`src/rtl/assert_macros.svh`:
```
// Assertion macros included by the sequencer RTL.
`ifndef ASSERT_MACROS_SVH
`define ASSERT_MACROS_SVH

// The consequent must hold in the same cycle as the antecedent.
`define ASSERT_IMPLIES(label, clk, rst_n, ante, cons) \
  label: assert property (@(posedge clk) disable iff (!rst_n) (ante) |-> (cons)) \
    else $error("assertion failed");

// The consequent must hold in the cycle after the antecedent.
`define ASSERT_NEXT(label, clk, rst_n, ante, cons) \
  label: assert property (@(posedge clk) disable iff (!rst_n) (ante) |=> (cons)) \
    else $error("assertion failed");

// The condition must never be true.
`define ASSERT_NEVER(label, clk, rst_n, cond) \
  label: assert property (@(posedge clk) disable iff (!rst_n) !(cond)) \
    else $error("assertion failed");

`endif

```
`src/rtl/idts_pkg.sv`:
```
`default_nettype none

package idts_pkg;

  localparam int unsigned DefMaxAttempts = 50;
  localparam int unsigned AttW = 6;
  localparam int unsigned FifoDepth = 4;

  typedef enum logic [4:0] {
    PH_IDLE   = 5'b00001,
    PH_START  = 5'b00010,
    PH_ADDR   = 5'b00100,
    PH_FIRST  = 5'b01000,
    PH_SECOND = 5'b10000
  } phase_e;

  typedef enum logic [1:0] {
    MODE_WRITE  = 2'd0,
    MODE_READ   = 2'd1,
    MODE_STATUS = 2'd2,
    MODE_NONE   = 2'd3
  } mode_e;

  typedef enum logic [1:0] {
    OP_START = 2'd0,
    OP_XFER  = 2'd1,
    OP_RACK  = 2'd2,
    OP_STOP  = 2'd3
  } bus_op_e;

  typedef enum logic [2:0] {
    RC_OK          = 3'd0,
    RC_START_STAGE = 3'd1,
    RC_BAD_START   = 3'd2,
    RC_ADDR_STAGE  = 3'd3,
    RC_BAD_ADDR    = 3'd4,
    RC_FIRST_BYTE  = 3'd5,
    RC_SECOND_BYTE = 3'd6
  } result_code_e;

  typedef enum logic [2:0] {
    REG_MAX_MV  = 3'd0,
    REG_NIBBLE  = 3'd1,
    REG_ADDR_0  = 3'd2,
    REG_ADDR_1  = 3'd3,
    REG_ADDR_2  = 3'd4,
    REG_ADDR_3  = 3'd5
  } cfg_reg_e;

  localparam logic [7:0] StStart      = 8'h08;
  localparam logic [7:0] StRestart    = 8'h10;
  localparam logic [7:0] StSlaWAck    = 8'h18;
  localparam logic [7:0] StSlaWNack   = 8'h20;
  localparam logic [7:0] StDataTxAck  = 8'h28;
  localparam logic [7:0] StArbLost    = 8'h38;
  localparam logic [7:0] StSlaRAck    = 8'h40;
  localparam logic [7:0] StSlaRNack   = 8'h48;
  localparam logic [7:0] StDataRxAck  = 8'h50;
  localparam logic [7:0] StDataRxNack = 8'h58;
  localparam logic [7:0] StMask       = 8'hF8;

  typedef struct packed {
    logic        kind;
    logic [1:0]  bus_op;
    logic [7:0]  tx_byte;
    logic [2:0]  result_code;
    logic [10:0] read_millivolts;
    logic        last;
  } result_t;

endpackage

`default_nettype wire

```
`src/rtl/i2c_dac_transaction_sequencer.sv`:
```
// Two-byte bus transaction sequencer for four converter channels.
// Input stream (s_axis): tuser carries the mode (write request, read request or
// bus status report); tdata carries channel, millivolts, bus status and received byte.
// Output stream (m_axis): tuser carries the kind (bus command or finished), tdata
// carries the command or completion fields, and tlast marks the last result of an input.
// Configuration writes go through cfg_valid_i/cfg_index_i/cfg_data_i and are always
// taken; write them only while no transaction is in flight.
// Each input transfer is decoded in the cycle it is accepted, updating the sequencer
// state and pushing zero, one or two results into a four-entry output queue.
// Each result is registered in the output queue before it appears on m_axis.
// One input transfer per cycle is sustained while the receiver takes one result per
// cycle; an input that gives two results (stop plus finish) puts both into the queue.
// s_axis_tready_o is high while the queue has room for two results, so a stalled
// receiver holds its results in order and back-pressures the input once more than two are queued.
// Reset empties the queue, returns the sequencer to idle and loads the register defaults
// (clamp 2047, config nibble 0, channel addresses 12 to 15).

`default_nettype none

module i2c_dac_transaction_sequencer
  import idts_pkg::*;
#(
  parameter int unsigned MAX_ATTEMPTS = DefMaxAttempts
) (
  input  wire logic        clk_i,
  input  wire logic        rst_ni,
  input  wire logic        s_axis_tvalid_i,
  output logic             s_axis_tready_o,
  // channel[1:0], millivolts[17:2], bus_status[25:18], rx_byte[33:26], zero fill
  input  wire logic [39:0] s_axis_tdata_i,
  // mode[1:0]
  input  wire logic [1:0]  s_axis_tuser_i,
  output logic             m_axis_tvalid_o,
  input  wire logic        m_axis_tready_i,
  // bus_op[1:0], tx_byte[9:2], result_code[12:10], read_millivolts[23:13]
  output logic [23:0]      m_axis_tdata_o,
  // kind[0]
  output logic [0:0]       m_axis_tuser_o,
  output logic             m_axis_tlast_o,
  input  wire logic        cfg_valid_i,
  output logic             cfg_ready_o,
  input  wire logic [2:0]  cfg_index_i,
  input  wire logic [10:0] cfg_data_i
);

  localparam logic [AttW-1:0] MaxAtt = AttW'(MAX_ATTEMPTS);
  localparam int unsigned PtrW = $clog2(FifoDepth);

  logic [10:0]     max_mv_q;
  logic [3:0]      nibble_q;
  logic [6:0]      addr_q [4];

  phase_e          phase_q, phase_d;
  logic [AttW-1:0] attempts_q, attempts_d;
  logic            is_read_q, is_read_d;
  logic [6:0]      target_q, target_d;
  logic [7:0]      frame_high_q, frame_high_d;
  logic [7:0]      frame_low_q, frame_low_d;
  logic [3:0]      rhn_q, rhn_d;
  logic [2:0]      stage_q, stage_d;

  result_t         fifo_q [FifoDepth];
  logic [PtrW-1:0] wr_ptr_q, rd_ptr_q;
  logic [PtrW:0]   cnt_q, cnt_d;

  logic            in_acc, out_pop;
  logic [1:0]      in_mode;
  logic [1:0]      in_channel;
  logic [15:0]     in_mv;
  logic [7:0]      in_st;
  logic [7:0]      in_rx;

  logic            start_req, stop_req, cmd_req;
  logic [2:0]      stop_code;
  logic [10:0]     stop_mv;
  logic [1:0]      cmd_op;
  logic [7:0]      cmd_tx;
  logic [10:0]     clamp_mv;
  logic [11:0]     data12;
  result_t         r0, r1;
  logic [1:0]      nres;

  assign in_mode    = s_axis_tuser_i;
  assign in_channel = s_axis_tdata_i[1:0];
  assign in_mv      = s_axis_tdata_i[17:2];
  assign in_st      = s_axis_tdata_i[25:18] & StMask;
  assign in_rx      = s_axis_tdata_i[33:26];

  assign s_axis_tready_o = (cnt_q <= (PtrW+1)'(FifoDepth - 2));
  assign in_acc          = s_axis_tvalid_i && s_axis_tready_o;
  assign m_axis_tvalid_o = (cnt_q != '0);
  assign out_pop         = m_axis_tvalid_o && m_axis_tready_i;
  assign cfg_ready_o     = 1'b1;

  assign m_axis_tdata_o = {fifo_q[rd_ptr_q].read_millivolts, fifo_q[rd_ptr_q].result_code,
                           fifo_q[rd_ptr_q].tx_byte, fifo_q[rd_ptr_q].bus_op};
  assign m_axis_tuser_o = fifo_q[rd_ptr_q].kind;
  assign m_axis_tlast_o = fifo_q[rd_ptr_q].last;

  assign clamp_mv = (in_mv > {5'd0, max_mv_q}) ? max_mv_q : in_mv[10:0];
  assign data12   = {clamp_mv, 1'b0};

  always_comb begin
    phase_d      = phase_q;
    attempts_d   = attempts_q;
    is_read_d    = is_read_q;
    target_d     = target_q;
    frame_high_d = frame_high_q;
    frame_low_d  = frame_low_q;
    rhn_d        = rhn_q;
    stage_d      = stage_q;
    start_req    = 1'b0;
    stop_req     = 1'b0;
    cmd_req      = 1'b0;
    stop_code    = RC_OK;
    stop_mv      = '0;
    cmd_op       = OP_XFER;
    cmd_tx       = '0;
    r0           = '0;
    r1           = '0;
    nres         = 2'd0;

    if (in_acc) begin
      case (in_mode)
        MODE_WRITE, MODE_READ: begin
          if (phase_q == PH_IDLE) begin
            is_read_d  = in_mode[0];
            target_d   = addr_q[in_channel];
            if (in_mode == MODE_WRITE) begin
              frame_high_d = {nibble_q, data12[11:8]};
              frame_low_d  = data12[7:0];
            end
            attempts_d = '0;
            stage_d    = RC_START_STAGE;
            start_req  = 1'b1;
          end
        end
        MODE_STATUS: begin
          case (phase_q)
            PH_IDLE: ;
            PH_START: begin
              if (in_st == StArbLost) begin
                start_req = 1'b1;
              end else if (in_st != StStart && in_st != StRestart) begin
                stage_d   = RC_BAD_START;
                stop_req  = 1'b1;
                stop_code = RC_BAD_START;
              end else begin
                stage_d = RC_ADDR_STAGE;
                phase_d = PH_ADDR;
                cmd_req = 1'b1;
                cmd_op  = OP_XFER;
                cmd_tx  = {target_q, is_read_q};
              end
            end
            PH_ADDR: begin
              if (in_st == StArbLost ||
                  in_st == (is_read_q ? StSlaRNack : StSlaWNack)) begin
                start_req = 1'b1;
              end else if (in_st != (is_read_q ? StSlaRAck : StSlaWAck)) begin
                stage_d   = RC_BAD_ADDR;
                stop_req  = 1'b1;
                stop_code = RC_BAD_ADDR;
              end else begin
                stage_d = RC_FIRST_BYTE;
                phase_d = PH_FIRST;
                cmd_req = 1'b1;
                cmd_op  = is_read_q ? OP_RACK : OP_XFER;
                cmd_tx  = is_read_q ? 8'd0 : frame_high_q;
              end
            end
            PH_FIRST: begin
              if (in_st != (is_read_q ? StDataRxAck : StDataTxAck)) begin
                stop_req  = 1'b1;
                stop_code = RC_FIRST_BYTE;
              end else begin
                stage_d = RC_SECOND_BYTE;
                phase_d = PH_SECOND;
                cmd_req = 1'b1;
                cmd_op  = OP_XFER;
                if (is_read_q) begin
                  rhn_d = in_rx[3:0];
                end else begin
                  cmd_tx = frame_low_q;
                end
              end
            end
            PH_SECOND: begin
              stop_req = 1'b1;
              if (in_st != (is_read_q ? StDataRxNack : StDataTxAck)) begin
                stop_code = RC_SECOND_BYTE;
              end else if (is_read_q) begin
                stop_mv = {rhn_q, in_rx[7:1]};
              end
            end
            default: phase_d = PH_IDLE;
          endcase
        end
        default: ;
      endcase
    end

    if (start_req) begin
      nres    = 2'd1;
      r0.last = 1'b1;
      if (attempts_d >= MaxAtt) begin
        phase_d        = PH_IDLE;
        r0.kind        = 1'b1;
        r0.result_code = stage_d;
      end else begin
        attempts_d = attempts_d + 1'b1;
        phase_d    = PH_START;
        r0.bus_op  = OP_START;
      end
    end else if (stop_req) begin
      nres               = 2'd2;
      phase_d            = PH_IDLE;
      r0.bus_op          = OP_STOP;
      r1.kind            = 1'b1;
      r1.result_code     = stop_code;
      r1.read_millivolts = stop_mv;
      r1.last            = 1'b1;
    end else if (cmd_req) begin
      nres       = 2'd1;
      r0.bus_op  = cmd_op;
      r0.tx_byte = cmd_tx;
      r0.last    = 1'b1;
    end
  end

  assign cnt_d = cnt_q + (PtrW+1)'(nres) - (PtrW+1)'(out_pop);

  always_ff @(posedge clk_i or negedge rst_ni) begin
    if (!rst_ni) begin
      max_mv_q     <= 11'd2047;
      nibble_q     <= '0;
      addr_q[0]    <= 7'd12;
      addr_q[1]    <= 7'd13;
      addr_q[2]    <= 7'd14;
      addr_q[3]    <= 7'd15;
      phase_q      <= PH_IDLE;
      attempts_q   <= '0;
      is_read_q    <= 1'b0;
      target_q     <= '0;
      frame_high_q <= '0;
      frame_low_q  <= '0;
      rhn_q        <= '0;
      stage_q      <= RC_START_STAGE;
      wr_ptr_q     <= '0;
      rd_ptr_q     <= '0;
      cnt_q        <= '0;
    end else begin
      if (cfg_valid_i) begin
        case (cfg_index_i)
          REG_MAX_MV: max_mv_q  <= cfg_data_i;
          REG_NIBBLE: nibble_q  <= cfg_data_i[3:0];
          REG_ADDR_0: addr_q[0] <= cfg_data_i[6:0];
          REG_ADDR_1: addr_q[1] <= cfg_data_i[6:0];
          REG_ADDR_2: addr_q[2] <= cfg_data_i[6:0];
          REG_ADDR_3: addr_q[3] <= cfg_data_i[6:0];
          default: ;
        endcase
      end
      phase_q      <= phase_d;
      attempts_q   <= attempts_d;
      is_read_q    <= is_read_d;
      target_q     <= target_d;
      frame_high_q <= frame_high_d;
      frame_low_q  <= frame_low_d;
      rhn_q        <= rhn_d;
      stage_q      <= stage_d;
      wr_ptr_q     <= wr_ptr_q + PtrW'(nres);
      if (out_pop) begin
        rd_ptr_q <= rd_ptr_q + 1'b1;
      end
      cnt_q        <= cnt_d;
    end
  end

  always_ff @(posedge clk_i) begin
    if (nres != 2'd0) begin
      fifo_q[wr_ptr_q] <= r0;
    end
    if (nres == 2'd2) begin
      fifo_q[wr_ptr_q + 1'b1] <= r1;
    end
  end

`include "assert_macros.svh"

  `ASSERT_NEVER(a_fifo_bound, clk_i, rst_ni, cnt_q > (PtrW+1)'(FifoDepth))
  `ASSERT_IMPLIES(a_room_for_pair, clk_i, rst_ni, in_acc, cnt_q <= (PtrW+1)'(FifoDepth - 2))
  `ASSERT_NEXT(a_stall_holds, clk_i, rst_ni, m_axis_tvalid_o && !m_axis_tready_i && !in_acc,
               $stable(cnt_q) && $stable(rd_ptr_q))
  `ASSERT_NEVER(a_attempt_limit, clk_i, rst_ni, attempts_q > MaxAtt)

endmodule

`default_nettype wire
```
`config.mk`:
```
export PLATFORM = sky130hd
export DESIGN_NAME = i2c_dac_transaction_sequencer
export DESIGN_NICKNAME = d
export VERILOG_FILES = /design/src/rtl/idts_pkg.sv /design/src/rtl/i2c_dac_transaction_sequencer.sv
export VERILOG_INCLUDE_DIRS = /design/src /design/src/rtl
export SDC_FILE = /design/constraint.sdc
export NUM_CORES = 1
export LEC_CHECK = 0
export ABC_AREA = 1
export BUFFER_PORTS_ARGS = -buffer_cell sky130_fd_sc_hd__buf_2
export CORE_AREA = 2 2 133 135
export DETAILED_ROUTE_END_ITERATION = 16
export DIE_AREA = 0 0 135 137
export PLACE_DENSITY = 0.79
export SYNTH_ARGS = -nofsm -noshare
export SYNTH_HDL_FRONTEND = slang
export SYNTH_SLANG_ARGS = --single-unit
```
`constraint.sdc`:
```
create_clock -name clk_i -period 7.6 [get_ports clk_i]
set_clock_uncertainty 0.05 [all_clocks]
set_input_delay 1.14 -clock clk_i [delete_from_list [all_inputs] [get_ports clk_i]]
set_output_delay 1.14 -clock clk_i [all_outputs]
set_load 0.1 [all_outputs]
```
# After elaboration in Yosys (flattened, before gate mapping)

Memory sizes are Yosys's and may differ from the RTL's.
Index checks and enable logic that the tools add are counted.
Widths: inputs -> output; s select.

Output and inout bits: 29
ROM bits: 0
Memories: 1
Input bits: 61
Bits in latches: 0
Bits in registers: 91
Bits in writable memories: 104

Memory list:

| name   | depth | bits a word | rd ports | clocked after memory_dff | wr ports | line                                | text |
|---|---|---|---|---|---|---|---|
| fifo_q | 4     | 26          | 1        | 0                        | 2        | i2c_dac_transaction_sequencer.sv:62 | `result_t fifo_q [FifoDepth];` |

Shift-type cells: 0
$mul: 0
Muxes and demuxes: 108
Divide/modulo/power cells: 0
Reductions and logical operators: 22
$add $sub $neg: 6
$lt $le $gt $ge: 4
Bitwise operators: 2
Eq/ne operators: 26

Operators with widths:

| cell                | count |
|---|---|
| $mux 8              | 11 |
| $mux 11             | 6 |
| $mux 5              | 9 |
| $mux 7              | 6 |
| $mux 3              | 13 |
| $mux 1              | 32 |
| $mux 15             | 2 |
| $mux 6              | 5 |
| $mux 2              | 13 |
| $ne 8x7->1          | 3 |
| $pmux 8 s3          | 1 |
| $ne 4x4->1 const B  | 5 |
| $pmux 5 s4          | 1 |
| $gt 16x11->1        | 1 |
| $bmux 7 s2          | 1 |
| $pmux 3 s4          | 1 |
| $reduce_and 2->1    | 6 |
| $eq 5x3->1 const B  | 2 |
| $mux 10             | 1 |
| $pmux 3 s3          | 1 |
| $reduce_bool 3->1   | 3 |
| $eq 8x7->1          | 1 |
| $reduce_and 8->1    | 1 |
| $add 6x1->6 const B | 1 |
| 34 further kinds    | 42 |

# Depth between registers and ports, before layout

Depth in word-level cells: 13
Depth in mapped cells: 18
Depth with buffers taken out: 18

# Worst setup path before layout

No wires, ideal clock.

Path type: register to output
From: register rd_ptr_q[0]
To: output m_axis_tdata_o[2]
Arrival: 2.514 ns
Setup slack: 3.896 ns
Stages on the path, launching flop included: 7
Cell sequence: dfrtp_1 -> clkbuf_1 -> inv_1 -> clkbuf_1 -> o21ai_0 -> a21oi_1 -> a21oi_1

Cells in the longest elaborated chain, start to end: 1

RTL lines:

| what                     | line                                 | text |
|---|---|---|
| start: declaration       | i2c_dac_transaction_sequencer.sv:63  | `logic [PtrW-1:0] wr_ptr_q, rd_ptr_q;` |
| start signal: assignment | i2c_dac_transaction_sequencer.sv:274 | `rd_ptr_q <= rd_ptr_q + 1'b1;` |
| $mem_v2 4x26             | -                                    |  |
| end: declaration         | i2c_dac_transaction_sequencer.sv:36  | `output logic [23:0] m_axis_tdata_o,` |

No other way between the ends.

# Final worst setup path

From: register rd_ptr_q[1]
To: output m_axis_tdata_o[0]

The elaborated chain is that of the path after synthesis.

==> flow_summary.json <==
{
  "die_h_um": 137,
  "synth-simple-area-share": 0.2702,
  "route.detailed.drc": 0,
  "ys_seq_elements": 195,
  "netSwitchingFraction": 0.4880,
  "grt_remaining_overflow": 0,
  "fillers": 1467,
  "ctsResizeCount": 0,
  "fmax_mhz": 234.5,
  "slowest_delay_ps": 970,
  "min_path_type": "reg2reg",
  "cts_max_level": 4,
  "area_growth_pct": 9.439,
  "grt_usage": 0.2610,
  "end_kind": "primary output",
  "drv_cap": 0,
  "cp.required_ps": 6410,
  "nets": 1357,
  "yosysWarnings": 0,
  "syn_nets": 1314,
  "cp_max_fo": 35,
  "utilization": 0.6498,
  "dr.pass1.iters": 6,
  "setup_viol": 0,
  "fp.dieW_um": 135,
  "slew_headroom": 0.2380,
  "core_area_um2": 17060,
  "clockPowerShare": 0.214,
  "worstPathCellList": "inv_1, o21ai_0, o22ai_1, buf_2",
  "layout.cells.non_filler": 1516,
  "synthXorXnorAreaFrac": 0.007784,
  "dp_cells": 1484,
  "antenna_left": 0,
  "synth.area.top_cells": "edfxtp_1 (19%), dfrtp_1 (16%), nand2_1 (10%)",
  "ys_seq_area_frac": 0.4968,
  "p_switching_mw": 2.066,
  "final_max_slew_viol_count": 0,
  "grt_pass1_wl_mm": 38.03,
  "ir_drop_mv": 0.3450,
  "synth-compound-area-share": 0.1248,
  "clock-root-buffer": "clkbuf_16",
  "critPathSlowestCell": "inv_1",
  "vias": 8416,
  "clk_latency_ps": 440,
  "clockBufferDepth": 2,
  "cts_setup_buffers": 0,
  "row_count": 48,
  "port_buffers": 79,
  "place_area_um2": 10490,
  "synth_largest_area_cell": "edfxtp_1",
  "synth_cell_types": 48,
  "drtIter0Drc": 833,
  "gp_congestion": 0.8738,
  "p_per_area_nw_per_um2": 382.0,
  "final-hold-violation-count": 0,
  "die_area_um2": 18500,
  "postCtsHoldBufs": 0,
  "numCtsBuffers": 17,
  "share_comb_of_total_power": 0.441,
  "startpoint_type": "flip-flop",
  "grt_max_degree": 68,
  "synth_top_family_by_area": "simple AND/OR/NAND/NOR gates",
  "num_antenna_cells": 0,
  "fin_worst_hold_slack_ps": 430.0,
  "synth_fa_ha_area_frac": 0.02298,
  "wl_mm": 23.19,
  "start_util": 0.5938,
  "cts_tree": "built",
  "rsz0062_at_grt": "no",
  "p_leak_nw": 5.274,
  "path_class": "reg2out",
  "yosysTopAreaCellShare": 0.1898,
  "p_seq_frac": 0.345,
  "grt_pass1_vias": 7809,
  "place_hpwl_mm": 15.07,
  "status": "completed",
  "internal_power_mw": 2.168,
  "antenna_found_initial": 0,
  "synthesis.area_um2": 10130,
  "io_pins": 90,
  "drive_gt1_frac": 0.1557,
  "synth.mux.area_fraction": 0.004448,
  "period_minus_slack_ps": 4265,
  "vias_per_cell": 5.551,
  "avgSynthCellArea_um2": 8.200,
  "synthCells": 1235,
  "finalCritPeriodShare": 0.5611,
  "worst_pin_slew_ps": 1142,
  "clock_sinks": 195,
  "finalSetupTns_ps": 0,
  "final_area_um2": 11080,
  "arrival_ps": 3070,
  "cts.reportedPaths.clkPinSlew_ps": 80,
  "wl_per_cell_um": 15.30
}
## stage by stage
step	setup slack (ps)	total power [mW]
6_report	3335	4.234
5_1_grt	3151	4.457
4_1_cts	3346	4.244
3_5_place_dp	3559	3.341
3_3_place_gp	3559	3.306
2_1_floorplan	3896	3.000
## worst max-delay path, delay by kind of cell (launching register included)
kind                   cells  cell delay (ps)
AOI/OAI and AO/OA          2              510
buffers and inverters      2             1460
DFF                        1              650
## cells by family (layout without fill, tap and decap cells)
logic type / count (synthesis) / in the layout
mux: 4 / 4
xor+xnor: 9 / 9
flops: 195 / 195
other cells: 1 / 1
fa+ha+maj: 18 / 18
simple gates: 609 / 609
compound gates: 239 / 239
buf+inv: 160 / 216
## flip-flops by register name (all words and copies together) (netlist names)
| name | count |
|---|---|
| target_q | 7 |
| frame_high_q | 8 |
| wr_ptr_q | 2 |
| fifo_q | 104 |
| is_read_q | 1 |
| cnt_q | 3 |
| phase_q | 5 |
| nibble_q | 4 |
| attempts_q | 6 |
| rhn_q | 4 |
| frame_low_q | 7 |
| max_mv_q | 11 |
| rd_ptr_q | 2 |
| addr_q | 28 |
| stage_q | 3 |
## power groups by stage
stage	Sequential [mW]	Clock, mW	Combinational [mW]
finish	1.46	0.906	1.87
global route	1.48	0.961	2.01
CTS	1.46	0.916	1.87
detailed placement	1.48	0	1.87
global placement	1.47	0	1.84
floorplan	1.42	0	1.58
## worst paths after layout
check / from / endpoint / slack [ps] / cells after the start
min in group asynchronous: rst_ni / attempts_q[3] / 550 / 1
hold reg to reg: frame_high_q[7] / frame_high_q[7] / 430 / 2
setup / recovery: rd_ptr_q[1] / m_axis_tdata_o[0] / 3340 / 4
max in group asynchronous: rst_ni / addr_q[22] / 5810 / 2
setup reg to reg: phase_q[0] / fifo_q[0][14] / 4050 / 10
hold / removal: frame_high_q[7] / frame_high_q[7] / 430 / 2
## placed cells by master, fill, tap and decap left out, types with 9 or more instances in the layout
cell type	n
nand2_1	278
nor2_4	11
inv_1	92
edfxtp_1	64
a21oi_1	71
nand3_1	63
nor2_2	9
dfrtp_1	66
nor2_1	190
dfstp_2	25
clkbuf_16	17
dfxtp_1	40
buf_2	78
ha_1	17
o22ai_1	18
o21ai_0	128
nand4_1	28
nand2_2	9
## per-layer routing
layer  vias up  global-route usage  routed length [um]
met1      3879              0.3465               10040
met2       324              0.4340               11180
met5         -                   0                   0
li1       4173                   -                   -
met4         0              0.1030                 444
met3        40             0.03926                1530
## cell type report
class	count	area, um^2	area share
timing repair buffer	83	427.9	0.03861
tap	225	281.5	0.02540
clock buffer	17	425.4	0.03838
inverter	101	390.4	0.03522
multi-input combinational	880	4360	0.3934
clock inverter	15	166.4	0.01501
sequential	195	5031	0.4539
## synth_stat cells (all sizes together)
cell type  count
nor2         214
clkbuf        32
xor2           7
conb           1
o21a           2
dfxtp         40
or2            3
clkinv         1
fa             1
xnor2          2
nand3         66
nand4         28
o21ai        137
a21boi         1
inv          100
nor3           4
buf           27
a21oi         72
edfxtp        64
a31oi          1
mux2           4
o32ai          7
o22ai         18
ha            17
o211ai         1
nand2        293
dfstp         25
nor4           1
dfrtp         66
(Power assumes the default switching activity.)
